**config.mk**
```make
export PLATFORM = sky130hd
export DESIGN_NAME = go_back_n_sender_window_top
export DESIGN_NICKNAME = d
export VERILOG_FILES = /design/src/hw/rtl/gbns_pkg.sv /design/src/hw/rtl/go_back_n_sender_window_top.sv /design/src/hw/rtl/gbns_ram.sv /design/src/hw/rtl/gbns_dp.sv /design/src/hw/rtl/gbns_ctrl.sv
export SDC_FILE = /design/constraint.sdc
export NUM_CORES = 2
export LEC_CHECK = 0
export BUFFER_PORTS_ARGS = -buffer_cell sky130_fd_sc_hd__buf_2
export CAP_MARGIN = 15
export CORE_MARGIN = 2
export CORE_UTILIZATION = 60
export DETAILED_ROUTE_END_ITERATION = 6
export HOLD_SLACK_MARGIN = 0.15
export PLACE_DENSITY = 0.79
export SYNTH_ARGS = -nofsm -noshare
export SYNTH_HDL_FRONTEND = slang
export SYNTH_SLANG_ARGS = --single-unit
```
**constraint.sdc**
```tcl
create_clock -name clk_i -period 53 [get_ports clk_i]
set_input_delay 2.65 -clock clk_i [delete_from_list [all_inputs] [get_ports clk_i]]
set_output_delay 2.65 -clock clk_i [all_outputs]
set_load 0.005 [all_outputs]
```
**src/hw/rtl/gbns_pkg.sv**
```systemverilog
`default_nettype none

package gbns_pkg;

  // Input opcodes
  localparam logic [1:0] OP_MSG = 2'd0;
  localparam logic [1:0] OP_ACK = 2'd1;
  localparam logic [1:0] OP_TMO = 2'd2;
  localparam logic [1:0] OP_NOP = 2'd3;

  // Result kinds
  localparam logic [1:0] KIND_SEND   = 2'd0;
  localparam logic [1:0] KIND_RESEND = 2'd1;
  localparam logic [1:0] KIND_TIMER  = 2'd2;
  localparam logic [1:0] KIND_REFUSE = 2'd3;

  // Timer commands
  localparam logic [1:0] TMR_NONE  = 2'd0;
  localparam logic [1:0] TMR_START = 2'd1;
  localparam logic [1:0] TMR_STOP  = 2'd2;

  // Segmentation: 118 payload bytes per segment
  localparam logic [6:0]  SEG_BYTES     = 7'd118;
  localparam logic [6:0]  SEG_ROUND     = 7'd117;
  // ceil(2^24 / 118): floor(x * SEG_RECIP >> 24) == floor(x / 118) for x < 2^17
  localparam logic [17:0] SEG_RECIP     = 18'd142180;
  localparam int          SEG_SHIFT     = 24;
  localparam int          SEGS_W        = 10;

  typedef struct packed {
    logic [1:0]  op;
    logic [15:0] msg_size;
    logic [31:0] ack_number;
    logic [15:0] ack_tail;
  } gbns_in_t;

  typedef struct packed {
    logic [1:0]  kind;
    logic [31:0] seq_number;
    logic [5:0]  slot;
    logic [6:0]  seg_length;
    logic        seg_last;
    logic [1:0]  timer_cmd;
    logic        last;
  } gbns_res_t;

  // Controller to datapath
  typedef struct packed {
    logic       load;
    logic       seg_calc;
    logic       enq;
    logic       q_rd;
    logic       send;
    logic       ack_upd;
    logic       rs_init;
    logic       w_rd;
    logic       resend;
    logic       first;
    logic       emit_refuse;
    logic       emit_timer;
    logic [1:0] tcmd;
  } gbns_cmd_t;

  // Datapath to controller
  typedef struct packed {
    logic [1:0] op;
    logic       refuse;
    logic       seg_none;
    logic       seg_last;
    logic       can_send;
    logic       ack_ok;
    logic       ack_hits_next;
    logic       ack_moved;
    logic       rs_done;
  } gbns_sts_t;

endpackage

`default_nettype wire

```
**src/hw/rtl/go_back_n_sender_window_top.sv**
```systemverilog
// Channel   | Direction | Handshake               | Word
// ----------+-----------+-------------------------+------------------------------
// event     | in        | start high, busy low    | in_i   (op, msg_size, ack)
// result    | out       | res_strobe_o, 1 cycle   | res_o  (kind, seq, slot, ...)
//
// Order: a message is decoded, checked (refused if the queue lacks room),
// queued segment by segment and then sent, each send a queue RAM read, then
// a window RAM write; an ACK that empties the window also drains the queue;
// a timeout resends every outstanding segment.
// Reset: asynchronous, active low; sequence numbers restart at 1, queue empty.
// Stalls: the result receiver cannot stall; each result word shows one cycle.
`default_nettype none

module go_back_n_sender_window_top #(
  parameter int WINDOW      = 10,
  parameter int QUEUE_DEPTH = 256
) (
  input  wire logic               clk_i,
  input  wire logic               rst_ni,
  // Event word: taken when start is high and busy is low
  input  wire logic               start,
  input  wire gbns_pkg::gbns_in_t in_i,
  output logic                    busy,
  // Result word: valid for the single cycle res_strobe_o is high
  output logic                    res_strobe_o,
  output gbns_pkg::gbns_res_t     res_o
);
  import gbns_pkg::*;

  gbns_cmd_t cmd;
  gbns_sts_t sts;

  // Sequence the event: decode, segment, drain the queue, or resend
  gbns_ctrl u_ctrl (
    .clk_i   (clk_i),
    .rst_ni  (rst_ni),
    .start_i (start),
    .sts_i   (sts),
    .cmd_o   (cmd),
    .busy_o  (busy)
  );

  // Hold sequence state, the descriptor queue, the window store and the
  // result register
  gbns_dp #(
    .WINDOW      (WINDOW),
    .QUEUE_DEPTH (QUEUE_DEPTH)
  ) u_dp (
    .clk_i        (clk_i),
    .rst_ni       (rst_ni),
    .in_i         (in_i),
    .cmd_i        (cmd),
    .sts_o        (sts),
    .res_o        (res_o),
    .res_strobe_o (res_strobe_o)
  );

endmodule

`default_nettype wire

```
**src/hw/rtl/gbns_ram.sv**
```systemverilog
`default_nettype none

module gbns_ram #(
  parameter int WIDTH = 8,
  parameter int DEPTH = 16,
  parameter int AW    = (DEPTH > 1) ? $clog2(DEPTH) : 1
) (
  input  wire logic             clk_i,
  input  wire logic             we_i,
  input  wire logic [AW-1:0]    waddr_i,
  input  wire logic [WIDTH-1:0] wdata_i,
  input  wire logic             re_i,
  input  wire logic [AW-1:0]    raddr_i,
  output logic      [WIDTH-1:0] rdata_o
);

  logic [WIDTH-1:0] mem_q [DEPTH];
  logic [WIDTH-1:0] rdata_q;

  always_ff @(posedge clk_i) begin
    if (we_i) begin
      mem_q[waddr_i] <= wdata_i;
    end
    if (re_i) begin
      rdata_q <= mem_q[raddr_i];
    end
  end

  assign rdata_o = rdata_q;

endmodule

`default_nettype wire

```
**src/hw/rtl/gbns_dp.sv**
```systemverilog
`default_nettype none

module gbns_dp #(
  parameter int WINDOW      = 10,
  parameter int QUEUE_DEPTH = 256
) (
  input  wire logic              clk_i,
  input  wire logic              rst_ni,
  input  wire gbns_pkg::gbns_in_t  in_i,
  input  wire gbns_pkg::gbns_cmd_t cmd_i,
  output gbns_pkg::gbns_sts_t      sts_o,
  output gbns_pkg::gbns_res_t      res_o,
  output logic                     res_strobe_o
);
  import gbns_pkg::*;

  localparam int SLOT_W     = (WINDOW > 1) ? $clog2(WINDOW) : 1;
  localparam int QA_W       = $clog2(QUEUE_DEPTH);
  localparam int CNT_W      = $clog2(QUEUE_DEPTH + 1);
  localparam int CMP_W      = (CNT_W > SEGS_W) ? CNT_W : SEGS_W;
  localparam int RESET_SLOT = 1 % WINDOW;

  gbns_in_t          in_q;
  logic [SEGS_W-1:0] segs_q;
  logic [15:0]       rem_q;
  logic [31:0]       base_q, base_d, next_q;
  logic [SLOT_W-1:0] base_slot_q, base_slot_d, next_slot_q;
  logic [QA_W-1:0]   head_q, tail_q;
  logic [CNT_W-1:0]  count_q;
  logic [31:0]       rs_seq_q;
  logic [SLOT_W-1:0] rs_slot_q;
  gbns_res_t         res_q, res_d;
  logic              res_valid_q;

  logic [16:0]       seg_x;
  logic [34:0]       seg_prod;
  logic [CNT_W-1:0]  q_free;
  logic [6:0]        seg_len;
  logic [7:0]        enq_desc, q_rdata, w_rdata;
  logic [31:0]       win_used, ack_next, ack_delta;
  logic [7:0]        ack_sum;
  logic [SLOT_W:0]   slot_sum;

  // Segment count by reciprocal multiply, registered below
  assign seg_x    = {1'b0, in_q.msg_size} + 17'(SEG_ROUND);
  assign seg_prod = 35'(seg_x) * 35'(SEG_RECIP);
  assign q_free   = CNT_W'(QUEUE_DEPTH) - count_q;

  assign seg_len  = (rem_q <= 16'(SEG_BYTES)) ? rem_q[6:0] : SEG_BYTES;
  assign enq_desc = {(rem_q <= 16'(SEG_BYTES)), seg_len};

  assign win_used = next_q - base_q;

  // ACK checks
  assign ack_sum   = in_q.ack_number[7:0] + in_q.ack_number[15:8]
                   + in_q.ack_number[23:16] + in_q.ack_number[31:24]
                   + in_q.ack_tail[7:0] + in_q.ack_tail[15:8];
  assign ack_next  = in_q.ack_number + 32'd1;
  assign ack_delta = ack_next - base_q;
  assign slot_sum  = {1'b0, base_slot_q} + ack_delta[SLOT_W:0];

  always_comb begin
    base_d      = base_q;
    base_slot_d = base_slot_q;
    if (cmd_i.ack_upd) begin
      base_d = ack_next;
      // A base that wrapped past zero is below WINDOW and is its own slot
      if (ack_next < ack_delta) begin
        base_slot_d = SLOT_W'(ack_next);
      end else begin
        base_slot_d = (slot_sum >= (SLOT_W+1)'(WINDOW)) ?
                      SLOT_W'(slot_sum - (SLOT_W+1)'(WINDOW)) : SLOT_W'(slot_sum);
      end
    end
  end

  always_comb begin
    sts_o.op            = in_q.op;
    sts_o.refuse        = CMP_W'(segs_q) > CMP_W'(q_free);
    sts_o.seg_none      = (segs_q == '0);
    sts_o.seg_last      = (rem_q <= 16'(SEG_BYTES));
    sts_o.can_send      = (win_used < 32'(WINDOW)) && (count_q != '0);
    sts_o.ack_ok        = (ack_sum == 8'd0) && (ack_delta <= win_used);
    sts_o.ack_hits_next = (ack_next == next_q);
    sts_o.ack_moved     = (ack_delta != 32'd0);
    sts_o.rs_done       = (rs_seq_q == next_q);
  end

  // Result assembly
  always_comb begin
    res_d = '0;
    if (cmd_i.emit_refuse) begin
      res_d.kind = KIND_REFUSE;
      res_d.last = 1'b1;
    end else if (cmd_i.emit_timer) begin
      res_d.kind      = KIND_TIMER;
      res_d.timer_cmd = cmd_i.tcmd;
      res_d.last      = 1'b1;
    end else if (cmd_i.send) begin
      res_d.kind       = KIND_SEND;
      res_d.seq_number = next_q;
      res_d.slot       = 6'(next_slot_q);
      res_d.seg_length = q_rdata[6:0];
      res_d.seg_last   = q_rdata[7];
      res_d.timer_cmd  = (base_q == next_q) ? TMR_START : TMR_NONE;
      res_d.last       = !((win_used < 32'(WINDOW - 1)) && (count_q > CNT_W'(1)));
    end else if (cmd_i.resend) begin
      res_d.kind       = KIND_RESEND;
      res_d.seq_number = rs_seq_q;
      res_d.slot       = 6'(rs_slot_q);
      res_d.seg_length = w_rdata[6:0];
      res_d.seg_last   = w_rdata[7];
      res_d.timer_cmd  = cmd_i.first ? TMR_START : TMR_NONE;
      res_d.last       = (rs_seq_q + 32'd1 == next_q);
    end
  end

  always_ff @(posedge clk_i or negedge rst_ni) begin
    if (!rst_ni) begin
      base_q      <= 32'd1;
      next_q      <= 32'd1;
      base_slot_q <= SLOT_W'(RESET_SLOT);
      next_slot_q <= SLOT_W'(RESET_SLOT);
      head_q      <= '0;
      tail_q      <= '0;
      count_q     <= '0;
      res_valid_q <= 1'b0;
    end else begin
      base_q      <= base_d;
      base_slot_q <= base_slot_d;
      res_valid_q <= cmd_i.emit_refuse | cmd_i.emit_timer | cmd_i.send | cmd_i.resend;
      if (cmd_i.enq) begin
        tail_q  <= (tail_q == QA_W'(QUEUE_DEPTH - 1)) ? '0 : tail_q + QA_W'(1);
        count_q <= count_q + CNT_W'(1);
      end
      if (cmd_i.send) begin
        head_q      <= (head_q == QA_W'(QUEUE_DEPTH - 1)) ? '0 : head_q + QA_W'(1);
        count_q     <= count_q - CNT_W'(1);
        next_q      <= next_q + 32'd1;
        next_slot_q <= ((next_q == 32'hFFFF_FFFF) ||
                        (next_slot_q == SLOT_W'(WINDOW - 1))) ? '0
                                                              : next_slot_q + SLOT_W'(1);
      end
    end
  end

  always_ff @(posedge clk_i) begin
    res_q <= res_d;
    if (cmd_i.load) begin
      in_q <= in_i;
    end
    if (cmd_i.seg_calc) begin
      segs_q <= seg_prod[SEG_SHIFT +: SEGS_W];
      rem_q  <= in_q.msg_size;
    end else if (cmd_i.enq) begin
      rem_q  <= rem_q - 16'(SEG_BYTES);
    end
    if (cmd_i.rs_init) begin
      rs_seq_q  <= base_q;
      rs_slot_q <= base_slot_q;
    end else if (cmd_i.resend) begin
      rs_seq_q  <= rs_seq_q + 32'd1;
      rs_slot_q <= ((rs_seq_q == 32'hFFFF_FFFF) ||
                    (rs_slot_q == SLOT_W'(WINDOW - 1))) ? '0 : rs_slot_q + SLOT_W'(1);
    end
  end

  gbns_ram #(
    .WIDTH (8),
    .DEPTH (QUEUE_DEPTH),
    .AW    (QA_W)
  ) u_queue_ram (
    .clk_i   (clk_i),
    .we_i    (cmd_i.enq),
    .waddr_i (tail_q),
    .wdata_i (enq_desc),
    .re_i    (cmd_i.q_rd),
    .raddr_i (head_q),
    .rdata_o (q_rdata)
  );

  gbns_ram #(
    .WIDTH (8),
    .DEPTH (WINDOW),
    .AW    (SLOT_W)
  ) u_window_ram (
    .clk_i   (clk_i),
    .we_i    (cmd_i.send),
    .waddr_i (next_slot_q),
    .wdata_i (q_rdata),
    .re_i    (cmd_i.w_rd),
    .raddr_i (rs_slot_q),
    .rdata_o (w_rdata)
  );

  assign res_o        = res_q;
  assign res_strobe_o = res_valid_q;

`ifndef NO_ASSERTIONS
  a_queue_bound: assert property (@(posedge clk_i) disable iff (!rst_ni)
    count_q <= CNT_W'(QUEUE_DEPTH))
    else $error("queue count above depth");

  a_window_bound: assert property (@(posedge clk_i) disable iff (!rst_ni)
    (next_q - base_q) <= 32'(WINDOW))
    else $error("more segments outstanding than the window");

  a_send_after_read: assert property (@(posedge clk_i) disable iff (!rst_ni)
    cmd_i.send |-> $past(cmd_i.q_rd))
    else $error("send without a queue read the cycle before");

  a_enq_room: assert property (@(posedge clk_i) disable iff (!rst_ni)
    cmd_i.enq |-> count_q < CNT_W'(QUEUE_DEPTH))
    else $error("enqueue into a full queue");
`endif

endmodule

`default_nettype wire

```
**src/hw/rtl/gbns_ctrl.sv**
```systemverilog
`default_nettype none

module gbns_ctrl (
  input  wire logic                clk_i,
  input  wire logic                rst_ni,
  input  wire logic                start_i,
  input  wire gbns_pkg::gbns_sts_t sts_i,
  output gbns_pkg::gbns_cmd_t      cmd_o,
  output logic                     busy_o
);
  import gbns_pkg::*;

  typedef enum logic [8:0] {
    S_IDLE = 9'b000000001,
    S_DEC  = 9'b000000010,
    S_CHK  = 9'b000000100,
    S_ENQ  = 9'b000001000,
    S_SRD  = 9'b000010000,
    S_SWR  = 9'b000100000,
    S_ACK  = 9'b001000000,
    S_RRD  = 9'b010000000,
    S_RWR  = 9'b100000000
  } state_e;

  state_e state_q, state_d;
  logic   sent_any_q, sent_any_d;
  logic   stop_pend_q, stop_pend_d;
  logic   first_q, first_d;

  always_comb begin
    state_d     = state_q;
    sent_any_d  = sent_any_q;
    stop_pend_d = stop_pend_q;
    first_d     = first_q;
    cmd_o       = '0;
    unique case (state_q)
      S_IDLE: begin
        if (start_i) begin
          cmd_o.load = 1'b1;
          state_d    = S_DEC;
        end
      end
      S_DEC: begin
        case (sts_i.op)
          OP_MSG: begin
            cmd_o.seg_calc = 1'b1;
            state_d        = S_CHK;
          end
          OP_ACK: begin
            state_d = S_ACK;
          end
          OP_TMO: begin
            cmd_o.rs_init = 1'b1;
            first_d       = 1'b1;
            state_d       = S_RRD;
          end
          default: begin
            state_d = S_IDLE;
          end
        endcase
      end
      S_CHK: begin
        sent_any_d  = 1'b0;
        stop_pend_d = 1'b0;
        if (sts_i.refuse) begin
          cmd_o.emit_refuse = 1'b1;
          state_d           = S_IDLE;
        end else if (sts_i.seg_none) begin
          state_d = S_SRD;
        end else begin
          state_d = S_ENQ;
        end
      end
      S_ENQ: begin
        cmd_o.enq = 1'b1;
        if (sts_i.seg_last) begin
          state_d = S_SRD;
        end
      end
      S_SRD: begin
        if (sts_i.can_send) begin
          cmd_o.q_rd = 1'b1;
          state_d    = S_SWR;
        end else begin
          if (stop_pend_q && !sent_any_q) begin
            cmd_o.emit_timer = 1'b1;
            cmd_o.tcmd       = TMR_STOP;
          end
          state_d = S_IDLE;
        end
      end
      S_SWR: begin
        cmd_o.send = 1'b1;
        sent_any_d = 1'b1;
        state_d    = S_SRD;
      end
      S_ACK: begin
        state_d = S_IDLE;
        if (sts_i.ack_ok) begin
          cmd_o.ack_upd = 1'b1;
          if (sts_i.ack_hits_next) begin
            stop_pend_d = 1'b1;
            sent_any_d  = 1'b0;
            state_d     = S_SRD;
          end else if (sts_i.ack_moved) begin
            cmd_o.emit_timer = 1'b1;
            cmd_o.tcmd       = TMR_START;
          end
        end
      end
      S_RRD: begin
        if (sts_i.rs_done) begin
          if (first_q) begin
            cmd_o.emit_timer = 1'b1;
            cmd_o.tcmd       = TMR_START;
          end
          state_d = S_IDLE;
        end else begin
          cmd_o.w_rd = 1'b1;
          state_d    = S_RWR;
        end
      end
      S_RWR: begin
        cmd_o.resend = 1'b1;
        cmd_o.first  = first_q;
        first_d      = 1'b0;
        state_d      = S_RRD;
      end
      default: begin
        state_d = S_IDLE;
      end
    endcase
  end

  always_ff @(posedge clk_i or negedge rst_ni) begin
    if (!rst_ni) begin
      state_q     <= S_IDLE;
      sent_any_q  <= 1'b0;
      stop_pend_q <= 1'b0;
      first_q     <= 1'b0;
    end else begin
      state_q     <= state_d;
      sent_any_q  <= sent_any_d;
      stop_pend_q <= stop_pend_d;
      first_q     <= first_d;
    end
  end

  assign busy_o = (state_q != S_IDLE);

`ifndef NO_ASSERTIONS
  a_state_onehot: assert property (@(posedge clk_i) disable iff (!rst_ni)
    $onehot(state_q))
    else $error("controller state not one-hot");

  a_resend_first: assert property (@(posedge clk_i) disable iff (!rst_ni)
    (state_q == S_RWR) && first_q |=> (state_q == S_RRD) && !first_q)
    else $error("first resend flag not cleared");
`endif

endmodule

`default_nettype wire
```
# Yosys cells after proc, flatten, opt, wreduce, memory -nomap -nowiden

Memory sizes are Yosys's and may differ from the RTL's. A register that Yosys moved wholly into a read port is not among the register bits.
Index checks and enable logic that the tools add are counted.

Add/sub/neg operators: 21
Bitwise logic cells: 3
Mux-type cells: 68
Magnitude comparators: 8
Reduce and logical (&&, ||, !) cells: 25
$mul: 1
Equality and inequality tests: 27

Operator list:

| kind                                                             | count |
|---|---|
| equality test 32 bit                                             | 4 |
| two-way mux 50 bit                                               | 2 |
| adder 32 x 1 -> 32 bit (second input constant)                   | 3 |
| case mux 9 bit (9 select lines)                                  | 1 |
| equality test 32 bit (second input constant)                     | 2 |
| < comparator 32 x 4 -> 1 bit (second input constant)             | 2 |
| two-way mux 32 bit                                               | 2 |
| subtractor 32 bit                                                | 2 |
| two-way mux 9 bit                                                | 6 |
| adder 8 bit                                                      | 5 |
| less-or-equal comparator 32 bit                                  | 1 |
| < comparator 32 bit                                              | 1 |
| multiplier 17 x 16 -> 32 bit (second input constant)             | 1 |
| two-way mux 16 bit                                               | 2 |
| nonzero test 32 bit                                              | 1 |
| two-way mux 1 bit                                                | 28 |
| two-way mux 3 bit                                                | 8 |
| two-way mux 4 bit                                                | 6 |
| case mux 8 bit (3 select lines)                                  | 1 |
| adder 16 x 7 -> 17 bit (second input constant)                   | 1 |
| adder 8 x 1 -> 8 bit (second input constant)                     | 2 |
| equality test 8 bit (second input constant)                      | 2 |
| less-or-equal comparator 16 x 7 -> 1 bit (second input constant) | 1 |
| two-way mux 8 bit                                                | 2 |
| other kinds (46)                                                 | 67 |

Bits of input ports: 69
Memories: 2
Memory bits (writable): 2,128
Output and inout bits: 53
Flip-flop bits (word level): 289

Memory list:

| name                    | words | width | rd ports | clocked after memory_dff | wr ports | line           | source |
|---|---|---|---|---|---|---|---|
| u_dp.u_queue_ram.mem_q  | 256   | 8     | 1        | 1                        | 1        | gbns_ram.sv:17 | `logic [WIDTH-1:0] mem_q [DEPTH];` |
| u_dp.u_window_ram.mem_q | 10    | 8     | 1        | 1                        | 1        | gbns_ram.sv:17 |  |

# Logic depth before layout (Yosys ltp)

Depth in word-level cells: 12
Mapped depth: 29

# By module

A second synthesis with hierarchy kept.

Cell total of the unflattened synthesis: 6,608
Area total of the unflattened synthesis: 108,029.9 µm²

By module, submodules not included:

| module                       | instances | area an instance (µm²) | cells an instance |
|---|---|---|---|
| gbns_ram (u_dp.u_queue_ram)  | 1         | 79,636.4               | 3,733 |
| gbns_dp                      | 1         | 24,065.6               | 2,587 |
| gbns_ram (u_dp.u_window_ram) | 1         | 3,482.1                | 189 |
| gbns_ctrl                    | 1         | 845.8                  | 99 |

# Least setup slack after synthesis

Ideal clock, no wire load.

Kind: flip-flop to flip-flop
From: register u_dp.rem_q[10]
To: memory u_dp.u_queue_ram.mem_q[0][1] (data pin)
Arrival time: 27,261 ps
Slack: 24,550 ps
Stages on the path, launching flop included: 5
Setup time: 1,188 ps
Required time: 51,812 ps
Path buffers: 0
Cell sequence: edfxtp_1 or4_1 or4_1 nor4_1 nand2b_1

RTL lines:

| element                | line           | source |
|---|---|---|
| start, declared        | gbns_dp.sv:25  | `logic [15:0] rem_q;` |
| start signal, assigned | gbns_dp.sv:154 | `rem_q <= in_q.msg_size;` |
| start signal, assigned | gbns_dp.sv:156 | `rem_q <= rem_q - 16'(SEG_BYTES);` |
| end, declared          | gbns_ram.sv:17 |  |

# Final worst setup path

From: register u_dp.in_q[16] (netlist name)
To: register u_dp.base_q[31]

RTL lines:

| element                         | line            | source |
|---|---|---|
| start, declared                 | gbns_dp.sv:23   | `gbns_in_t in_q;` |
| start signal, assigned          | gbns_dp.sv:150  | `in_q <= in_i;` |
| adder 32 x 1 -> 32 bit          | gbns_dp.sv:58   | `assign ack_next = in_q.ack_number + 32'd1;` |
| net u_dp.ack_next[18]           | gbns_dp.sv:40   | `logic [31:0] win_used, ack_next, ack_delta;` |
| subtractor 32 bit               | gbns_dp.sv:59   | `assign ack_delta = ack_next - base_q;` |
| less-or-equal comparator 32 bit | gbns_dp.sv:83   | `sts_o.ack_ok = (ack_sum == 8'd0) && (ack_delta <= win_used);` |
| logical AND 1 bit               | gbns_dp.sv:83   |  |
| two-way mux 1 bit               | gbns_ctrl.sv:99 | `if (sts_i.ack_ok) begin` |
| two-way mux 1 bit               | gbns_ctrl.sv:36 | `unique case (state_q)` |
| end signal, assigned            | gbns_dp.sv:129  | `base_q <= base_d;` |
| end, declared                   | gbns_dp.sv:26   | `logic [31:0] base_q, base_d, next_q;` |

The timed path passes the listed nets, and every way through them passes these cells.
A chain may end at the register's enable or synchronous reset.

==> results by group <==
Floorplanning
  • Initial Util: 60.4%
  • Die X: 428 um
  • Site Rows: 155
  • CORE AREA: 0.178 sq mm
  • Height of the die: 428 um
  • Die ar.: 0.183 sq mm
  • I/O pin count: 122

Pwr
  • NetSw: 0.00175 W
  • Leak pwr: 39.2 nW
  • Clock share of power: 30.3%
  • VDD IR-drop max: 0.177 mV
  • Total power per unit cell area: 46.6 mW/mm^2
  • Pint: 0.00377 W
  • Seq pwr share: 38.8%
  • Logic pwr share: 30.9%
  • Switching share of total power: 31.6%

Worst setup path
  • Critical Path RT: 53750 ps
  • Slowest stage delay, CP: 680 ps
  • CP Capture Type: flip-flop
  • Critical path's slowest cell: or4_1
  • Crit-path max FO: 57
  • Worst Path Arrival: 9070 ps
  • Worst r2r src: u_dp.in_q[16]
  • Critical path startpoint category: flip-flop
  • WS Path Type: flip-flop to flip-flop
  • Worst R2R Setup Slack: 44680 ps
  • R2r endpoint: u_dp.base_q[31]
  • FF-to-FF path depth: 25

Yosys
  • Ranking of synthesized cells by area: edfxtp_1 63%, mux4_2 15%, ha_1 3.4%
  • Synth Area per Inst: 17.5 sq um
  • Main combinational cell family by area after synthesis: multiplexers
  • Synth Area in Compound Gates: 3.63%
  • Synthesized area: 0.108 sq mm
  • Syn Inst Count: 6158
  • Number of synthesized register bits: 2431
  • Post-synthesis mux area share: 14.8%
  • Most common cell in the netlist: edfxtp_1
  • Xor-xnor portion of the synthesized cell area: 2.42%
  • Adder-cell area share of the yosys netlist: 5.38%
  • Synth top area share: 63.3%
  • Most used DFF post-synth: edfxtp_1
  • Post-synthesis sequential area ratio: 66.8%
  • Netlist cell types: 93
  • Post-synthesis simple-gate area fraction: 5.00%
  • Yosys warnings: 0
  • Async S/R FF share, synth: 4.52%
  • Number of enable flip-flop cells after synthesis: 2272
  • Most frequent cells after synthesis: 2272 x edfxtp_1, 695 x mux4_2, 420 x nor2_1
  • Area leader, netlist: edfxtp_1

STA
  • Rel. slew slack: 11.3%
  • Fmax: 120 MHz
  • Final Cycle Share: 15.7%
  • Unrepaired setup endpoints after global routing: no
  • Max Clock Skew: 44.2 ps
  • Final WS setup: 44680 ps
  • TNS Setup: 0 ps
  • Setup-failing EPs final: 0
  • Worst-margin pin slew: 1330 ps
  • Hold WS: 477 ps
  • Fin. Hold Viols: 0
  • Slew Limit Fails: 0
  • Period minus WS final: 8320 ps

Job
  • Max-cap viol count: 0

GRT
  • Largest net degree at the start of global routing: 205
  • Global-route wire length before repair: 435000 um
  • Vias in the first global route: 61453
  • Initial antenna violation count: 12
  • Total GRT Usage: 32.7%
  • Total gr overflow: 0

Clock tree
  • Htree depth: 4
  • Worst-path clk slew: 70 ps
  • Count of hold-fix buffers inserted at cts: 0
  • Root Buffer: clkbuf_16
  • CTS Sinks: 2431
  • Maximum root-to-sink buffer count: 3
  • CTS Buf Count: 227
  • CTS tree: built
  • Setup Buffers After CTS: 0
  • Worst-skew pair later-pin latency: 910 ps
  • Cts repair resizes: 0

Detailed routing
  • Remaining DRCs: 0
  • Routed Wire Length: 298000 um
  • Total iterations of the first detailed-routing run: 7
  • Drt wl/cell: 33.7 um
  • Vias per cell: 6.94
  • ANT nets after route: 0
  • Routed via count: 61224
  • DR iter-0 viols: 8152

Place
  • Placed insts: 8391
  • Post-DP HPWL: 171000 um
  • Pre-CTS setup slack: 44980 ps
  • PortBufs: 119
  • GPL Wtd Cong: 0.980

Cells and area
  • Share of post-route cells with drive strength above 1: 20.2%
  • Layout Nets: 6736
  • Area delta synth->final: 9.91%
  • Fin util: 66.4%
  • Fin cells: 8825

Hold path
  • Worst Hold Launch: u_dp.u_window_ram.rdata_o[2]
  • Hold crit path type: flip-flop to flip-flop
  • Hold-critical path depth: 1
  • WHS Endpoint: u_dp.res_o[6]

Status
  • Status: finished clean
## state kept, by name, indices dropped and copies added, names as in the netlist, 9 cells and up
name and count:
u_dp.in_q 64, u_dp.u_queue_ram.mem_q 2048, u_ctrl.state_q 9, u_dp.rs_seq_q 32
u_dp.u_window_ram.mem_q 80, u_dp.res_o 49, u_dp.count_q 9, u_dp.rem_q 16
u_dp.segs_q 10, u_dp.next_q 32, u_dp.base_q 32
## per-layer routing
metal | vias to the layer above | GRT usage (%) | routed length [um]
met1 | 31331 | 44.0 | 107000
met3 | 829 | 6.71 | 30400
met5 | - | 0 | 59
met4 | 10 | 15.6 | 16800
li1 | 24549 | - | -
met2 | 4505 | 52.1 | 144000
## cell usage in the layout, fill, tap and decap left out, types with 13 or more instances in the layout
cell / n
o211ai_1: 19
ha_1: 294
a21oi_1: 145
nor2_1: 418
a22o_1: 40
and3_1: 34
o21a_1: 26
mux4_2: 695
fa_1: 106
o21ai_1: 14
or3_1: 14
clkinv_1: 41
or2_2: 15
clkbuf_1: 45
buf_2: 118
bufinv_16: 21
clkinv_2: 41
a211oi_1: 31
clkbuf_16: 234
mux2i_1: 20
nor2b_1: 31
nand2_1: 236
edfxtp_1: 2272
buf_4: 66
a31oi_1: 23
nand3_1: 97
xor2_1: 112
dfrtp_1: 99
xnor2_1: 186
a21o_1: 54
o21ai_0: 139
inv_1: 265
and2_1: 13
dfxtp_1: 49
nor4_1: 31
nor3_1: 54
nand4_1: 78
## logic make-up (layout without fill, tap and decap cells)
kind of cell | count (synthesis) | after routing
AOI/OAI and AO/OA | 598 | 598
xor gates and xnor gates | 298 | 298
adders and majority gates | 400 | 400
buffers and inverters | 579 | 884
DFF | 2431 | 2431
muxes | 720 | 720
other | 1 | 8
and+or+nand+nor | 1131 | 1131
## worst max-delay path by stage
stage                   startpoint                           end  slack, ps  depth (start not counted)
floorplan           u_dp.rem_q[10]  u_dp.u_queue_ram.mem_q[0][1]      24550                          4
global placement     u_dp.in_q[16]               u_dp.base_q[31]      45140                         25
detailed placement   u_dp.in_q[16]               u_dp.base_q[31]      44980                         25
CTS                  u_dp.in_q[16]               u_dp.base_q[31]      44900                         25
global route         u_dp.in_q[16]               u_dp.base_q[31]      44200                         25
finish               u_dp.in_q[16]               u_dp.base_q[31]      44680                         25
## metrics by stage
stage / instance area [sq um] / power [W]
CTS: 118000 / 0.00553
global route: 118000 / 0.00582
floorplan: 108000 / 0.00342
finish: 118000 / 0.00552
detailed placement: 111000 / 0.00387
global placement: 111000 / 0.00384
## layout make-up
type                    count  area [sq um]
inverters                 266           998
clock buffers             289          6150
diodes                      6          15.0
clock inverters           137          1390
repair buffers            192          1250
flip-flops and latches   2431         72000
well taps                2355          2950
fillers                 11083         59900
multi-input cells        3149         33700
## power by group through the flow
stage	sequential, W	combinational (W)	clock (W)
finish	0.00214	0.00171	0.00167
global route	0.00214	0.00194	0.00174
CTS	0.00214	0.00171	0.00168
detailed placement	0.00218	0.00169	0
global placement	0.00218	0.00166	0
floorplan	0.00217	0.00125	0
## worst max-delay path, delay by kind of cell, from the launching register on
family / cells / cell delay (ps)
adder cells (fa/ha/maj): 3 / 1100
AO/OA/AOI/OAI: 7 / 1490
AND/OR/NAND/NOR: 9 / 3260
XOR/XNOR: 2 / 720
flip-flops: 1 / 600
multiplexers: 2 / 500
buffers and inverters: 2 / 450
Power figures use the tool's default switching activity.
